File: config.mk
export PLATFORM = sky130hd
export DESIGN_NAME = lifetime_hour_meter
export DESIGN_NICKNAME = d
export VERILOG_FILES = /design/src/design/lhm_pkg.sv /design/src/design/lifetime_hour_meter.sv
export VERILOG_INCLUDE_DIRS = /design/src /design/src/design
export SDC_FILE = /design/constraint.sdc
export NUM_CORES = 1
export LEC_CHECK = 0
export BUFFER_PORTS_ARGS = -buffer_cell sky130_fd_sc_hd__buf_2
export CAP_MARGIN = 20
export CORE_UTILIZATION = 25
export CTS_CLUSTER_SIZE = 24
export DETAILED_ROUTE_END_ITERATION = 10
export GPL_TIMING_DRIVEN = 0
export PLACE_DENSITY = 0.42
export SYNTH_ARGS = -nofsm -noshare
export SYNTH_HDL_FRONTEND = slang
export SYNTH_SLANG_ARGS = --single-unit
export TNS_END_PERCENT = 100
File: constraint.sdc
create_clock -name clk -period 4 [get_ports clk]
set_input_delay 0.8 -clock clk [delete_from_list [all_inputs] [get_ports clk]]
set_output_delay 0.8 -clock clk [all_outputs]
set_load 0.05 [all_outputs]
File: src/design/lifetime_hour_meter_assert.svh
// ----------------------------------------------------------------------------
// Lifetime hour meter assertion macros
// Concurrent check wrappers, compiled out for synthesis.
// ----------------------------------------------------------------------------
`ifndef LIFETIME_HOUR_METER_ASSERT_SVH
`define LIFETIME_HOUR_METER_ASSERT_SVH

`ifndef SYNTHESIS
// Property checked at every clock edge outside reset
`define LHM_ASSERT(lbl, prop) \
  lbl: assert property (@(posedge clk) disable iff (rst) prop) \
    else $error("lifetime_hour_meter check failed")
// Property checked at every clock edge, reset included
`define LHM_ASSERT_ALWAYS(lbl, prop) \
  lbl: assert property (@(posedge clk) prop) \
    else $error("lifetime_hour_meter check failed")
`else
`define LHM_ASSERT(lbl, prop)
`define LHM_ASSERT_ALWAYS(lbl, prop)
`endif

`endif

File: src/design/lhm_pkg.sv
// ----------------------------------------------------------------------------
// lhm_pkg
// Constants and register codes for the lifetime hour meter.
// ----------------------------------------------------------------------------
package lhm_pkg;

  localparam int TOTAL_BITS_DEF = 21;
  localparam int THR_W          = 21;
  localparam int CNT_W          = 8;
  localparam int CFG_IDX_W      = 2;

  localparam logic [CNT_W-1:0] SEC_PER_MIN    = CNT_W'(60);
  localparam logic [CNT_W-1:0] TICKS_PER_SAVE = CNT_W'(60);

  localparam logic [THR_W-1:0] WARN_RST  = THR_W'(1050000);
  localparam logic [THR_W-1:0] LIMIT_RST = THR_W'(1140000);
  localparam logic [CNT_W-1:0] SAVE_RST  = CNT_W'(30);
  localparam logic [CNT_W-1:0] STEP_RST  = CNT_W'(60);

  typedef enum logic [CFG_IDX_W-1:0] {
    CFG_WARN  = 2'd0,
    CFG_LIMIT = 2'd1,
    CFG_SAVE  = 2'd2,
    CFG_STEP  = 2'd3
  } cfg_idx_t;

  localparam logic FUNC_TICK = 1'b0;
  localparam logic FUNC_LOAD = 1'b1;

endpackage

File: src/design/lifetime_hour_meter.sv
// ----------------------------------------------------------------------------
// lifetime_hour_meter
// Accumulated run-time meter in minutes with warning and limit flags.
// ----------------------------------------------------------------------------
// Usage:
//   s_* carries one word per one-second tick or per load of a stored total
//   (s_tuser selects which). Every word in gives exactly one word out on m_*,
//   carrying the total, a save request and the two sticky threshold flags.
//   cfg_* writes the thresholds, the save interval and the speed-up step;
//   write only while the meter is idle.
// Flow and throughput:
//   A word taken sits in the input register, is evaluated there against the
//   meter state and is then captured in the result register that drives m_*.
//   One word per cycle is taken continuously while m_tready stays high; the
//   state update uses adders, two threshold compares and counter logic per item.
// Reset:
//   rst clears total, counters and flags and loads the default configuration.
// Stall:
//   While m_tready is low the result word holds; one more word can wait in the
//   input register, after which s_tready drops until m_tready returns.
// ----------------------------------------------------------------------------
module lifetime_hour_meter #(
  parameter int TOTAL_BITS = lhm_pkg::TOTAL_BITS_DEF,
  localparam int IN_W  = ((TOTAL_BITS + 2 + 7) / 8) * 8,
  localparam int OUT_W = ((TOTAL_BITS + 3 + 7) / 8) * 8
) (
  input  logic                         clk,
  input  logic                         rst,
  // slave side
  input  logic                         s_tvalid,
  output logic                         s_tready,
  input  logic [IN_W-1:0]              s_tdata,  // powered, speed_up, load_minutes
  input  logic                         s_tuser,  // func
  // master side
  output logic                         m_tvalid,
  input  logic                         m_tready,
  // total_minutes, save_request, warning_reached, limit_reached
  output logic [OUT_W-1:0]             m_tdata,
  // configuration
  input  logic                         cfg_we,
  input  logic [lhm_pkg::CFG_IDX_W-1:0] cfg_addr,
  input  logic [lhm_pkg::THR_W-1:0]    cfg_data
);

`include "lifetime_hour_meter_assert.svh"

  localparam int CNT_W = lhm_pkg::CNT_W;
  localparam int THR_W = lhm_pkg::THR_W;

  // configuration registers
  logic [THR_W-1:0] warn_threshold;
  logic [THR_W-1:0] limit_threshold;
  logic [CNT_W-1:0] save_interval;
  logic [CNT_W-1:0] speedup_step;

  // meter state
  logic [TOTAL_BITS-1:0] minute_total, minute_total_next;
  logic [CNT_W-1:0]      second_count, second_count_next;
  logic [CNT_W-1:0]      minute_count, minute_count_next;
  logic                  warn_flag, warn_flag_next;
  logic                  limit_flag, limit_flag_next;
  logic                  save_next;

  // input register
  logic                  in_valid;
  logic                  in_func;
  logic                  in_powered;
  logic                  in_speed;
  logic [TOTAL_BITS-1:0] in_load;

  // result register
  logic                  out_valid;
  logic [TOTAL_BITS-1:0] out_total;
  logic                  out_save;
  logic                  out_warn;
  logic                  out_limit;

  logic adv;
  logic [TOTAL_BITS-1:0] lim_val, warn_val;
  logic [TOTAL_BITS:0]   sum_speed, sum_norm;
  logic [CNT_W-1:0]      sec_inc;

  assign adv      = in_valid && (!out_valid || m_tready);
  assign s_tready = !in_valid || adv;

  always_ff @(posedge clk) begin
    if (rst) begin
      warn_threshold  <= lhm_pkg::WARN_RST;
      limit_threshold <= lhm_pkg::LIMIT_RST;
      save_interval   <= lhm_pkg::SAVE_RST;
      speedup_step    <= lhm_pkg::STEP_RST;
    end else if (cfg_we) begin
      unique case (lhm_pkg::cfg_idx_t'(cfg_addr))
        lhm_pkg::CFG_WARN:  warn_threshold  <= cfg_data;
        lhm_pkg::CFG_LIMIT: limit_threshold <= cfg_data;
        lhm_pkg::CFG_SAVE:  save_interval   <= cfg_data[CNT_W-1:0];
        lhm_pkg::CFG_STEP:  speedup_step    <= cfg_data[CNT_W-1:0];
        default: ;
      endcase
    end
  end

  always_ff @(posedge clk) begin
    if (rst) begin
      in_valid <= 1'b0;
    end else if (s_tready) begin
      in_valid <= s_tvalid;
    end
  end

  always_ff @(posedge clk) begin
    if (s_tvalid && s_tready) begin
      in_func    <= s_tuser;
      in_powered <= s_tdata[0];
      in_speed   <= s_tdata[1];
      in_load    <= s_tdata[2 +: TOTAL_BITS];
    end
  end

  // thresholds resized to the total width
  assign lim_val   = TOTAL_BITS'(limit_threshold);
  assign warn_val  = TOTAL_BITS'(warn_threshold);
  assign sum_speed = {1'b0, minute_total} + (TOTAL_BITS+1)'(speedup_step);
  assign sum_norm  = {1'b0, minute_total} + (TOTAL_BITS+1)'(1);
  assign sec_inc   = second_count + CNT_W'(1);

  always_comb begin
    minute_total_next = minute_total;
    second_count_next = second_count;
    minute_count_next = minute_count;
    warn_flag_next    = warn_flag;
    limit_flag_next   = limit_flag;
    save_next         = 1'b0;
    if (in_func == lhm_pkg::FUNC_LOAD) begin
      second_count_next = '0;
      minute_count_next = '0;
      if (in_load >= lim_val) begin
        minute_total_next = lim_val;
        limit_flag_next   = 1'b1;
      end else begin
        minute_total_next = in_load;
        if (in_load >= warn_val) warn_flag_next = 1'b1;
      end
    end else if (in_powered) begin
      if (in_speed) begin
        second_count_next = sec_inc;
        if (sum_speed >= {1'b0, lim_val}) begin
          minute_total_next = lim_val;
          if (!limit_flag) begin
            limit_flag_next = 1'b1;
            save_next       = 1'b1;
          end
        end else begin
          minute_total_next = sum_speed[TOTAL_BITS-1:0];
          if (sum_speed >= {1'b0, warn_val} && !warn_flag) begin
            // first warning: clamp down and restart the tick count
            minute_total_next = warn_val;
            second_count_next = '0;
            warn_flag_next    = 1'b1;
            save_next         = 1'b1;
          end
          if (second_count_next >= lhm_pkg::TICKS_PER_SAVE) begin
            second_count_next = '0;
            save_next         = 1'b1;
          end
        end
      end else if (sec_inc < lhm_pkg::SEC_PER_MIN) begin
        second_count_next = sec_inc;
      end else begin
        second_count_next = '0;
        minute_count_next = minute_count + CNT_W'(1);
        if (sum_norm >= {1'b0, lim_val}) begin
          minute_total_next = lim_val;
          if (!limit_flag) begin
            limit_flag_next = 1'b1;
            save_next       = 1'b1;
          end
        end else begin
          minute_total_next = sum_norm[TOTAL_BITS-1:0];
          if (sum_norm[TOTAL_BITS-1:0] == warn_val) begin
            warn_flag_next    = 1'b1;
            save_next         = 1'b1;
            minute_count_next = '0;
          end
          if (minute_count_next == save_interval) begin
            minute_count_next = '0;
            save_next         = 1'b1;
          end
        end
      end
    end
  end

  always_ff @(posedge clk) begin
    if (rst) begin
      minute_total <= '0;
      second_count <= '0;
      minute_count <= '0;
      warn_flag    <= 1'b0;
      limit_flag   <= 1'b0;
    end else if (adv) begin
      minute_total <= minute_total_next;
      second_count <= second_count_next;
      minute_count <= minute_count_next;
      warn_flag    <= warn_flag_next;
      limit_flag   <= limit_flag_next;
    end
  end

  always_ff @(posedge clk) begin
    if (rst) begin
      out_valid <= 1'b0;
    end else if (adv) begin
      out_valid <= 1'b1;
    end else if (m_tready) begin
      out_valid <= 1'b0;
    end
  end

  always_ff @(posedge clk) begin
    if (adv) begin
      out_total <= minute_total_next;
      out_save  <= save_next;
      out_warn  <= warn_flag_next;
      out_limit <= limit_flag_next;
    end
  end

  always_comb begin
    m_tdata                      = '0;
    m_tdata[0 +: TOTAL_BITS]     = out_total;
    m_tdata[TOTAL_BITS]          = out_save;
    m_tdata[TOTAL_BITS + 1]      = out_warn;
    m_tdata[TOTAL_BITS + 2]      = out_limit;
  end

  assign m_tvalid = out_valid;

  // checks
  `LHM_ASSERT(a_limit_sticky, limit_flag |=> limit_flag);
  `LHM_ASSERT(a_warn_sticky, warn_flag |=> warn_flag);
  `LHM_ASSERT(a_load_no_save,
    adv && in_func == lhm_pkg::FUNC_LOAD |=> !out_save);
  `LHM_ASSERT(a_unpowered_hold,
    adv && in_func == lhm_pkg::FUNC_TICK && !in_powered |=>
      $stable(minute_total) && $stable(second_count) && !out_save);
  `LHM_ASSERT(a_stall_keeps_item,
    in_valid && out_valid && !m_tready |=> in_valid && out_valid);
  `LHM_ASSERT_ALWAYS(a_reset_clears, rst |=> !in_valid && !out_valid);

endmodule
Yosys cells after proc, flatten, opt, wreduce, memory -nomap -nowiden --
Cells that the tools add are included. Widths: inputs -> output; s select.
Storage, ports and cells: input port bits 53, output and inout port bits 26, register bits after elaboration 147, logic and storage cells 115
Cells by class: add/sub/neg operators 4, order comparisons 7, mux-type cells 59, reductions and logical operators 18, bitwise gates (word level) 1, eq/ne operators 7
Operator list (count):
- $mux 8 | 23
- $mux 21 | 8
- $ge 22x21->1 | 3
- $ge 21x21->1 | 2
- $mux 1 | 28
- $add 21x1->22 const B | 1
- $add 21x8->22 | 1
- $eq 21x21->1 | 1
- $add 8x1->8 const B | 2
- $reduce_and 2->1 | 5
- $eq 8x8->1 | 1
- $ge 8x6->1 const B | 1
- $lt 8x6->1 const B | 1
- $eq 2x2->1 const B | 2
- $ne 2x2->1 const B | 2
- $reduce_and 4->1 | 1
- $reduce_bool 2->1 | 2
- $logic_and 1x1->1 | 3
- $logic_not 1->1 | 3
- $eq 2x1->1 const B | 1
- $logic_not 2->1 | 1
- $logic_or 1x1->1 | 2
- $reduce_or 2->1 | 1
- $not 1->1 | 1

Logic depth before layout (Yosys ltp) --
depth after elaboration 15, depth in mapped cells 20, depth with buffers taken out 18

Least setup slack after synthesis --
No wires, ideal clock.
path type reg2reg, from reg minute_total[0], to reg out_total[5], data pin, setup time 0.262 ns, path buffers 2, path slack -0.345 ns, data required time 3.738 ns, clock period less this slack 4.345 ns, data arrival time 4.084 ns, cell stages (with the launch flop) 19, cells stage by stage dfxtp_1 -> ha_1 -> inv_1 -> fa_1 -> nor2b_1 -> o2111ai_1 -> a31oi_1 -> nand3_1 -> xnor2_1 -> ha_1 -> o211a_1 -> a221oi_1 -> o21ai_0 -> nor2_4 -> buf_2 -> buf_2 -> mux2i_1 -> a21oi_1 -> nand3_1
Between the ends: longest elaborated chain between the ends 8, elaborated cells between the ends (all ways) 13, those cells by class 2 x add/sub; 3 x order compare; 7 x mux; 1 x reduce/logical
RTL lines:
- start, declared | line lifetime_hour_meter.sv:57 | logic [TOTAL_BITS-1:0] minute_total, minute_total_next;
- start signal, assigned | line lifetime_hour_meter.sv:202 | minute_total <= minute_total_next;
- $add 21x8->22 | line lifetime_hour_meter.sv:123 | assign sum_speed = {1'b0, minute_total} + (TOTAL_BITS+1)'(speedup_step);
- $ge 22x21->1 | line lifetime_hour_meter.sv:155 | if (sum_speed >= {1'b0, warn_val} && !warn_flag) begin
- $logic_and 1x1->1 | line lifetime_hour_meter.sv:155
- $mux 21 | line lifetime_hour_meter.sv:155
- $mux 21 | line lifetime_hour_meter.sv:147 | if (sum_speed >= {1'b0, lim_val}) begin
- $mux 21 (*) | line lifetime_hour_meter.sv:145 | if (in_speed) begin
- $mux 21 (*) | line lifetime_hour_meter.sv:144 | end else if (in_powered) begin
- $mux 21 (*) | line lifetime_hour_meter.sv:134 | if (in_func == lhm_pkg::FUNC_LOAD) begin
- named net minute_total_next[5] | line lifetime_hour_meter.sv:57
- end signal, assigned | line lifetime_hour_meter.sv:222 | out_total <= minute_total_next;
- end, declared | line lifetime_hour_meter.sv:73 | logic [TOTAL_BITS-1:0] out_total;
Mark *: on every way through the listed nets, which the timed path passes. The rest lies on a longest branch. A chain may end at the register's enable or synchronous reset.

Final worst setup path --
from reg minute_total[0], to reg out_total[9], data pin
The elaborated chain is that of the path after synthesis.

==> metrics.cfg <==
[placement]
pre_cts_ws_ns=-1.59
port_buffers=75
place_area_um2=12400
placed_cells=2006
gp_congestion=0.935
dp_hpwl_mm=38.0

[grt]
grt_use_total=0.216
grt_max_degree=34
grt_pass1_wl_mm=70.8
grt.overflow.total=0
antenna_found_initial=1
grt_pass1_vias=10700

[logic_synthesis]
ys.flop_type=dfxtp_1
synth_cells=1337
synth_top_area_cell=dfxtp_1
synth_seq_area_share=0.305
post-synth-top-count-cell=nand2_1
synth_edf_count=48
avgSynthCellArea_um2=8.39
yosys.cell_types.count=88
ys_async_sr_fraction=0
synthTopCellsByArea=dfxtp_1 18%, ha_1 13%, edfxtp_1 13%
synthTopCellsByCount=187 x nand2_1, 116 x ha_1, 102 x a21oi_1
synth-seq-cells=147
netlist_area_um2=11200
synth_nets=1507
yosys_warnings=0
synth.top_cell.area_share=0.177

[min_path]
hp-class=register to register
hold-path-cell-count=2

[pwr]
p_leak_nw=6.09
finalPower_mw=4.85
p_per_area_nw_per_um2=326
peakVddDrop_uv=246

[finish]
fin_area_um2=14900
multi_input_area_um2=8250
area_delta_synth_final_pct=32.9
fin_util=0.337
drive_gt1_frac=0.253
fin_cells=2117
nets=1681
regArea_um2=3440
fillerInstances=4607

[worst_setup_path]
cp.required_ns=4.18
cp-end-kind=register
regToRegSetupSlack_ns=-0.42
crit_fanout=7
crit_type=register to register
reg2reg_depth=22
startpoint_type=register
arrival_ns=4.60

[die]
die_area_um2=45700
initial_core_util=0.254
die_w_um=214
ioPinCount=79
rows=77
core-area_um2=44200
die_h_um=214

[drt]
vias=11400
drt_iter0_drc=982
wl_per_cell_um=23.4
ant_nets=0
totalWireLength_mm=49.4
first_pass_iters=6
drc=0
via_per_inst=5.38

[timing]
relSlewSlack=0.361
tightest_slew_ns=0.953
maxSlewViolCount=0
hold-worst-slack_ns=0.456
finalSetupViolCount=60
max_freq_mhz=226
skew_ns=0.0171
setup_slack_ns=-0.422
setup-tns-final_ns=-15.87
rsz0062_at_grt=true
timing.final.crit_share=1.11
period_needed_ns=4.42
hold_viol_final=0

[clocking]
cts_tree=yes
clock-sinks=147
cts.clk_slew.worst_paths_ns=0.07
cts-htree-levels=4
cts_hold_buf=0
clock_latency_ns=0.47
ctsRootBufferMaster=clkbuf_16
clk_path_buf_depth=2
cts-buffers-inserted=17

[status]
violations=negative setup slack
status=finished with violations

[flow_run]
drv_cap=0

==> layer usage <==
layer,track usage,wire [um],part of all wire,up-vias
li1,-,-,-,5275
met1,0.302,22900,0.46,5579
met2,0.334,21800,0.44,454
met3,0.0381,3290,0.067,85
met4,0.0719,1450,0.029,0
met5,0,0,0,-
==> path summary, 6_finish.rpt <==
kind | start | to
worst max-delay path | minute_total[0] | out_total[9]
worst min-delay path | lim_val[19] | lim_val[19]
worst max register to register | minute_total[0] | out_total[9]
worst min register to register | lim_val[19] | lim_val[19]
==> cell families (layout without fill, tap and decap cells) <==
logic type | Yosys count | in the layout | synth area share
AOI/OAI and AO/OA | 381 | 381 | 0.229
xor gates and xnor gates | 64 | 64 | 0.0512
adders and majority gates | 117 | 117 | 0.131
buffers and inverters | 143 | 329 | 0.0528
DFF | 147 | 147 | 0.305
muxes | 44 | 44 | 0.0406
other | 0 | 1 | 0
and+or+nand+nor | 441 | 442 | 0.190
==> sequential cells by signal, summed over array words and instances, names as in the netlist, 8 cells and up <==
register and count:
speedup_step 8, warn_threshold 21, second_count 8, save_interval 8, out_total 21, minute_count 8
minute_total 21, lim_val 21, in_load 21
==> report_power, final <==
group / leakage [nW] / switching, mW / internal, mW / total [mW]
sequential: 1.27 / 0.0706 / 1.62 / 1.70
combinational: 4.52 / 0.903 / 0.587 / 1.49
clock: 0.297 / 0.716 / 0.954 / 1.67
total: 6.09 / 1.69 / 3.17 / 4.85
==> worst max-delay path, cell delays in order (launching register included) <==
cell and delay (ns):
dfxtp_4 0.38, ha_4 0.13, inv_2 0.03, fa_2 0.38
nor2b_4 0.16, o2111ai_4 0.14, a31oi_4 0.19, buf_12 0.18
nand3_4 0.10, xnor2_4 0.19, ha_4 0.29, nand3_2 0.10
nor3_2 0.24, nand2_1 0.07, o211ai_1 0.18, buf_4 0.19
o21bai_4 0.08, buf_12 0.16, buf_12 0.13, mux2_4 0.30
mux2i_4 0.22, a221o_1 0.19, a21oi_2 0.07
==> area by class of cell <==
class | count | area share
inverter | 66 | 0.0166
antenna | 1 | 0.000168
clock inverter | 9 | 0.00420
tap | 592 | 0.0497
timing repair buffer | 155 | 0.0777
sequential | 147 | 0.231
buffer | 76 | 0.0316
multi-input combinational | 1048 | 0.553
clock buffer | 23 | 0.0363
==> timing repair <==
item / CTS / global route
pin swaps: 74 / 61
setup buffers: 45 / 31
setup endpoints to repair: 63 / 63
gates cloned: 1 / 2
resized for setup: 143 / 103
endpoints found under the hold margin: 0 / 0
==> cell usage in the layout, fill, tap and decap left out, types with 9 or more instances in the layout <==
| cell type | synthesis | final |
|---|---|---|
| clkbuf_1 | 48 | 41 |
| and3_1 | 12 | 10 |
| xnor2_1 | 45 | 32 |
| nor2b_1 | 10 | 9 |
| a21o_1 | 16 | 16 |
| buf_2 | 19 | 82 |
| a211o_1 | 16 | 16 |
| ha_4 | 0 | 12 |
| a311oi_1 | 17 | 16 |
| a21oi_2 | 0 | 11 |
| a221o_1 | 13 | 13 |
| nand4_1 | 15 | 15 |
| clkbuf_16 | 0 | 22 |
| buf_4 | 6 | 65 |
| o211ai_1 | 17 | 17 |
| nor3_1 | 16 | 12 |
| xor2_1 | 18 | 11 |
| mux2i_1 | 32 | 20 |
| a211oi_1 | 11 | 9 |
| dfxtp_1 | 99 | 92 |
| nand3_1 | 43 | 32 |
| o21ai_0 | 81 | 66 |
| o21ai_1 | 6 | 15 |
| a21oi_1 | 102 | 89 |
| nand3b_1 | 11 | 11 |
| buf_6 | 1 | 16 |
| nand2_1 | 187 | 176 |
| a22oi_1 | 16 | 13 |
| edfxtp_1 | 48 | 48 |
| buf_12 | 0 | 9 |
| nand2b_1 | 9 | 9 |
| nor2_1 | 89 | 86 |
| ha_1 | 116 | 103 |
| inv_1 | 66 | 64 |
Power figures use the tool's default switching activity.
